File: config.mk
export PLATFORM = sky130hd
export DESIGN_NAME = nps_dist
export DESIGN_NICKNAME = d
export VERILOG_FILES = /design/src/rtl/nps_pkg.sv /design/src/rtl/nps_dist.sv
export SDC_FILE = /design/constraint.sdc
export NUM_CORES = 2
export LEC_CHECK = 0
export BUFFER_PORTS_ARGS = -buffer_cell sky130_fd_sc_hd__buf_2
export CAP_MARGIN = 10
export CORE_ASPECT_RATIO = 1.25
export CORE_UTILIZATION = 59
export DETAILED_ROUTE_END_ITERATION = 8
export MAX_ROUTING_LAYER = met4
export PLACE_DENSITY = 0.77
export SYNTH_ARGS = -nofsm -noshare
export SYNTH_HDL_FRONTEND = slang
export SYNTH_SLANG_ARGS = --single-unit
File: constraint.sdc
create_clock -name clk_i -period 15.03 [get_ports clk_i]
set_input_delay 1.503 -clock clk_i [delete_from_list [all_inputs] [get_ports clk_i]]
set_output_delay 1.503 -clock clk_i [all_outputs]
set_load 0.02 [all_outputs]
File: src/rtl/nps_pkg.sv
package nps_pkg;

  // transaction kinds on the request channel
  localparam logic [1:0] KIND_LOAD  = 2'd0;
  localparam logic [1:0] KIND_QUERY = 2'd1;
  localparam logic [1:0] KIND_CLEAR = 2'd2;

  // width of the reported target index
  localparam int unsigned OUT_IDX_BITS = 10;

  typedef logic [OUT_IDX_BITS-1:0] nps_idx_t;

  // control that travels with each target through the distance pipeline
  typedef struct packed {
    logic vld;
    logic last;
  } nps_tag_t;

endpackage

File: src/rtl/nps_dist.sv
module nps_dist #(
  parameter int unsigned COORD_BITS = 16,
  parameter int unsigned IDX_BITS   = 10
) (
  input  logic                       clk_i,
  input  logic                       rst_ni,
  input  logic [3*COORD_BITS-1:0]    qpt_i,
  input  logic [3*COORD_BITS-1:0]    tpt_i,
  input  nps_pkg::nps_tag_t          tag_i,
  input  logic [IDX_BITS-1:0]        idx_i,
  output nps_pkg::nps_tag_t          tag_o,
  output logic [IDX_BITS-1:0]        idx_o,
  output logic [2*COORD_BITS+1:0]    dist_o
);

  localparam int unsigned CB = COORD_BITS;
  localparam int unsigned DW = 2 * COORD_BITS + 2;

  nps_pkg::nps_tag_t   tag0_q, tag1_q, tag2_q, tag3_q;
  logic [IDX_BITS-1:0] idx0_q, idx1_q, idx2_q, idx3_q;
  logic [CB-1:0]       abs_d [3];
  logic [CB-1:0]       abs_q [3];
  logic [2*CB-1:0]     sq_q  [3];
  logic [DW-1:0]       sum_q;

  // per-axis absolute difference, aligned with the registered ram read
  for (genvar k = 0; k < 3; k++) begin : g_axis
    logic [CB:0] diff;
    logic [CB:0] ndiff;
    assign diff  = {qpt_i[k*CB+CB-1], qpt_i[k*CB +: CB]}
                 - {tpt_i[k*CB+CB-1], tpt_i[k*CB +: CB]};
    assign ndiff = -diff;
    assign abs_d[k] = diff[CB] ? ndiff[CB-1:0] : diff[CB-1:0];

    always_ff @(posedge clk_i) begin
      abs_q[k] <= abs_d[k];
      sq_q[k]  <= (2*CB)'(abs_q[k]) * (2*CB)'(abs_q[k]);
    end
  end

  // sum of the three squares
  always_ff @(posedge clk_i) begin
    sum_q <= DW'(sq_q[0]) + DW'(sq_q[1]) + DW'(sq_q[2]);
  end

  // tag and index pipeline
  always_ff @(posedge clk_i or negedge rst_ni) begin
    if (!rst_ni) begin
      tag0_q <= '0;
      tag1_q <= '0;
      tag2_q <= '0;
      tag3_q <= '0;
    end else begin
      tag0_q <= tag_i;
      tag1_q <= tag0_q;
      tag2_q <= tag1_q;
      tag3_q <= tag2_q;
    end
  end

  always_ff @(posedge clk_i) begin
    idx0_q <= idx_i;
    idx1_q <= idx0_q;
    idx2_q <= idx1_q;
    idx3_q <= idx2_q;
  end

  assign tag_o  = tag3_q;
  assign idx_o  = idx3_q;
  assign dist_o = sum_q;

endmodule

==> reports/results.ini <==
[global_route]
grt_overflow = 0
peak_usage_layer_in_the_global_routing_report = met2
grt.met1_usage = 0.304
grt.total_usage = 0.264
antenna_found_initial = 0
first_pass_grt_wire_length_um = 113000
grt_util_met2 = 0.479
grtUsageMet3 = 0.0226
grt_max_degree = 21
first_global_vias = 24200

[floorplan]
placeableCoreArea_um2 = 52700
ios = 156
placementRows = 94
die_w_um = 209
initial_core_util = 0.599
die_outline_height_um = 261
die_area_um2 = 54400

[min_path]
whs_endpoint = idx2_q[0]$_DFF_P_
worst_hold_path.num_cells = 0
hp-class = flop to flop
worstHoldStart = idx1_q[0]$_DFF_P_

[timing]
finalHoldViolations = 0
timing.clock.skew_ns = 0.0245
worst_margin_pin_slew_ns = 0.880
timing.final.max_slew_violations = 0
worst_slew_margin_rel = 0.413
finalCritPeriodShare = 0.449
max_freq_mhz = 148
setup_repair_after_global_routing_missed_its_margin = false
final_layout_setup_total_negative_slack_ns = 0
final-setup-viol-count = 0
min_cycle_time_layout_ns = 6.75

[place]
dpl.hpwl_um = 56500
buffer_ports.inserted = 155
routabilityCongestion = 0.959

[synth]
synth.distinct_cells = 75
synth.ff_latch_count = 223
synth_seq_area_share = 0.143
post-synth-top-area-fraction = 0.331
cell_area_after_synthesis_um2 = 31500
yosys-top-cells-area = sky130_fd_sc_hd__fa_1 (33%), sky130_fd_sc_hd__ha_1 (15%), sky130_fd_sc_hd__dfxtp_1 (14%)
synthArstFlopShare = 0.0359
synth.largest_area_cell = sky130_fd_sc_hd__fa_1
ys.flop_type = sky130_fd_sc_hd__dfxtp_1
synth_warnings = 0
synth_cells = 3446
synth_area_per_cell_um2 = 9.15
number_of_enable_flip_flop_cells_after_synthesis = 0

[layout]
final_common_cell = sky130_fd_sc_hd__inv_1
fillerInstances = 4380
areaGrowthSynthToFinish_pct = 7.19
diodes = 0
final_cell_mix = sky130_fd_sc_hd__inv_1 (824), sky130_fd_sc_hd__fa_1 (521), sky130_fd_sc_hd__ha_1 (383)
finalNetCount = 4578
post_route_cells_drive_above_1_share = 0.0667

[detailed_routing]
routed_via_density = 5.38
final_antenna_net_count = 0
first_pass_iteration_count_of_the_detailed_router = 5
wire_per_inst_um = 15.7
drcViolationCount = 0
drt_first_iter_violations = 1109
route.final.wire_length_um = 67000
num_vias = 22900

[setup_path]
critical_path_class = flop to flop
timing.rr.end = sq_q[0][61]$_DFF_P_
reg2regPathDepth = 20
rrSetupSlack_ns = 8.28
r2r_start = abs_q[0][19]$_DFF_P_
crit_required_ns = 15.46
startpoint_type = flop
worstPathArrival_ns = 7.18
endpoint_kind = flop
critical_path.max_fanout = 13

[run_status]
status = finished, final reports clean

[clock_network]
cts_root_buffer = sky130_fd_sc_hd__clkbuf_16
ctsLongestPathBuffers = 3
htreeDepth = 1
cts_post_setup_buffers_inserted = 0
cts-hold-fix-buffers = 0
post_cts_resize_count = 0
clk_latency_ns = 0.56
cts_made_buffers = 26
clk_transition_reported_paths_ns = 0.08
cts_tree = done
clkSinkCount = 223

[job]
max_cap_violations = 0

## state kept, by name, indices dropped and copies added, names as in the netlist
name    flops
dist_o     34
abs_q      48
idx1_q     10
idx_o      10
idx2_q     10
tag0_q      2
tag1_q      2
idx0_q     10
tag2_q      2
tag_o       2
sq_q       93
## Yosys cell counts (7+ instances only)
library cell                instances
sky130_fd_sc_hd__or2_2             14
sky130_fd_sc_hd__o21ai_0           81
sky130_fd_sc_hd__nand4_1            9
sky130_fd_sc_hd__o21a_1            29
sky130_fd_sc_hd__xnor2_1          144
sky130_fd_sc_hd__dfrtp_1            8
sky130_fd_sc_hd__nor2_1           145
sky130_fd_sc_hd__nor3_1            28
sky130_fd_sc_hd__and3_1            15
sky130_fd_sc_hd__nand2b_1          27
sky130_fd_sc_hd__fa_1             521
sky130_fd_sc_hd__a31o_2            11
sky130_fd_sc_hd__a21o_1            54
sky130_fd_sc_hd__o31ai_1           10
sky130_fd_sc_hd__inv_1            824
sky130_fd_sc_hd__or3_1              9
sky130_fd_sc_hd__xor2_1            57
sky130_fd_sc_hd__nand2_1          293
sky130_fd_sc_hd__dfxtp_1          215
sky130_fd_sc_hd__nand3_1           30
sky130_fd_sc_hd__a21oi_1          136
sky130_fd_sc_hd__o21bai_1          21
sky130_fd_sc_hd__nor2b_1           25
sky130_fd_sc_hd__o211ai_1          11
sky130_fd_sc_hd__o2111ai_1          7
sky130_fd_sc_hd__a31oi_1           16
sky130_fd_sc_hd__a211oi_1          23
sky130_fd_sc_hd__ha_1             383
sky130_fd_sc_hd__nor4_1             7
sky130_fd_sc_hd__clkbuf_1          67
sky130_fd_sc_hd__and2_1           133
## logic make-up after synthesis
| logic type | after synthesis | share of synthesized area |
|---|---|---|
| buf+inv | 892 | 0.106 |
| other cells | 1 | 0.000119 |
| flops | 223 | 0.143 |
| mux | 9 | 0.00309 |
| simple gates | 756 | 0.114 |
| compound gates | 458 | 0.0940 |
| fa+ha+maj | 904 | 0.483 |
| xor+xnor | 203 | 0.0568 |
## layer usage
layer,vias up,routed length [µm]
li1,10900,-
met1,11200,26900
met5,-,0
met2,571,34900
met4,0,2410
met3,152,2810
## final cells by class
cell class,count,area (µm²),share of cell area
sequential,223,4500,0.133
inverter,824,3090,0.0915
tap,672,841,0.0249
timing repair buffer,156,783,0.0232
clock buffer,27,676,0.0200
clock inverter,20,216,0.00640
multi-input combinational,2333,23700,0.701
## critical path, cell delays in order, from the launching register on
cell and delay (ns):
sky130_fd_sc_hd__dfxtp_1 0.68, sky130_fd_sc_hd__inv_1 0.27, sky130_fd_sc_hd__nor2_1 0.25, sky130_fd_sc_hd__ha_1 0.29, sky130_fd_sc_hd__xor2_1 0.19, sky130_fd_sc_hd__fa_1 0.54
sky130_fd_sc_hd__inv_1 0.05, sky130_fd_sc_hd__fa_1 0.48, sky130_fd_sc_hd__fa_1 0.49, sky130_fd_sc_hd__fa_1 0.55, sky130_fd_sc_hd__inv_1 0.06, sky130_fd_sc_hd__fa_1 0.47
sky130_fd_sc_hd__inv_1 0.04, sky130_fd_sc_hd__ha_1 0.33, sky130_fd_sc_hd__a22o_1 0.23, sky130_fd_sc_hd__nor4_1 0.16, sky130_fd_sc_hd__o21ai_0 0.26, sky130_fd_sc_hd__a41oi_1 0.40
sky130_fd_sc_hd__nor2_1 0.14, sky130_fd_sc_hd__or2_2 0.35, sky130_fd_sc_hd__o311ai_0 0.40
## metrics by stage
step | worst slack, ns | utilization | cell area [µm²] | std cells | hold WS [ns]
global placement | 8.40 | 0.625 | 32900 | 4208 | 0.311
CTS | 8.28 | 0.642 | 33800 | 4255 | 0.324
floorplan | 8.95 | - | 31600 | 3448 | 0.310
finish | 8.28 | 0.642 | 33800 | 4255 | 0.324
global route | 7.97 | 0.642 | 33800 | 4255 | 0.331
detailed placement | 8.34 | 0.625 | 32900 | 4208 | 0.312
## worst max-delay path by stage
stage | startpoint | end | slack (ns) | depth (start not counted)
global placement | abs_q[0][19]$_DFF_P_ | sq_q[0][61]$_DFF_P_ | 8.40 | 20
global route | abs_q[0][28]$_DFF_P_ | sq_q[0][61]$_DFF_P_ | 7.97 | 20
floorplan | abs_q[0][8]$_DFF_P_ | sq_q[0][30]$_DFF_P_ | 8.95 | 25
detailed placement | abs_q[0][19]$_DFF_P_ | sq_q[0][61]$_DFF_P_ | 8.34 | 20
CTS | abs_q[0][19]$_DFF_P_ | sq_q[0][61]$_DFF_P_ | 8.28 | 20
finish | abs_q[0][19]$_DFF_P_ | sq_q[0][61]$_DFF_P_ | 8.28 | 20
Power is left out: the tool's default activity adds up to more than one toggle a clock period on the data nets, which glitch-free logic cannot reach.
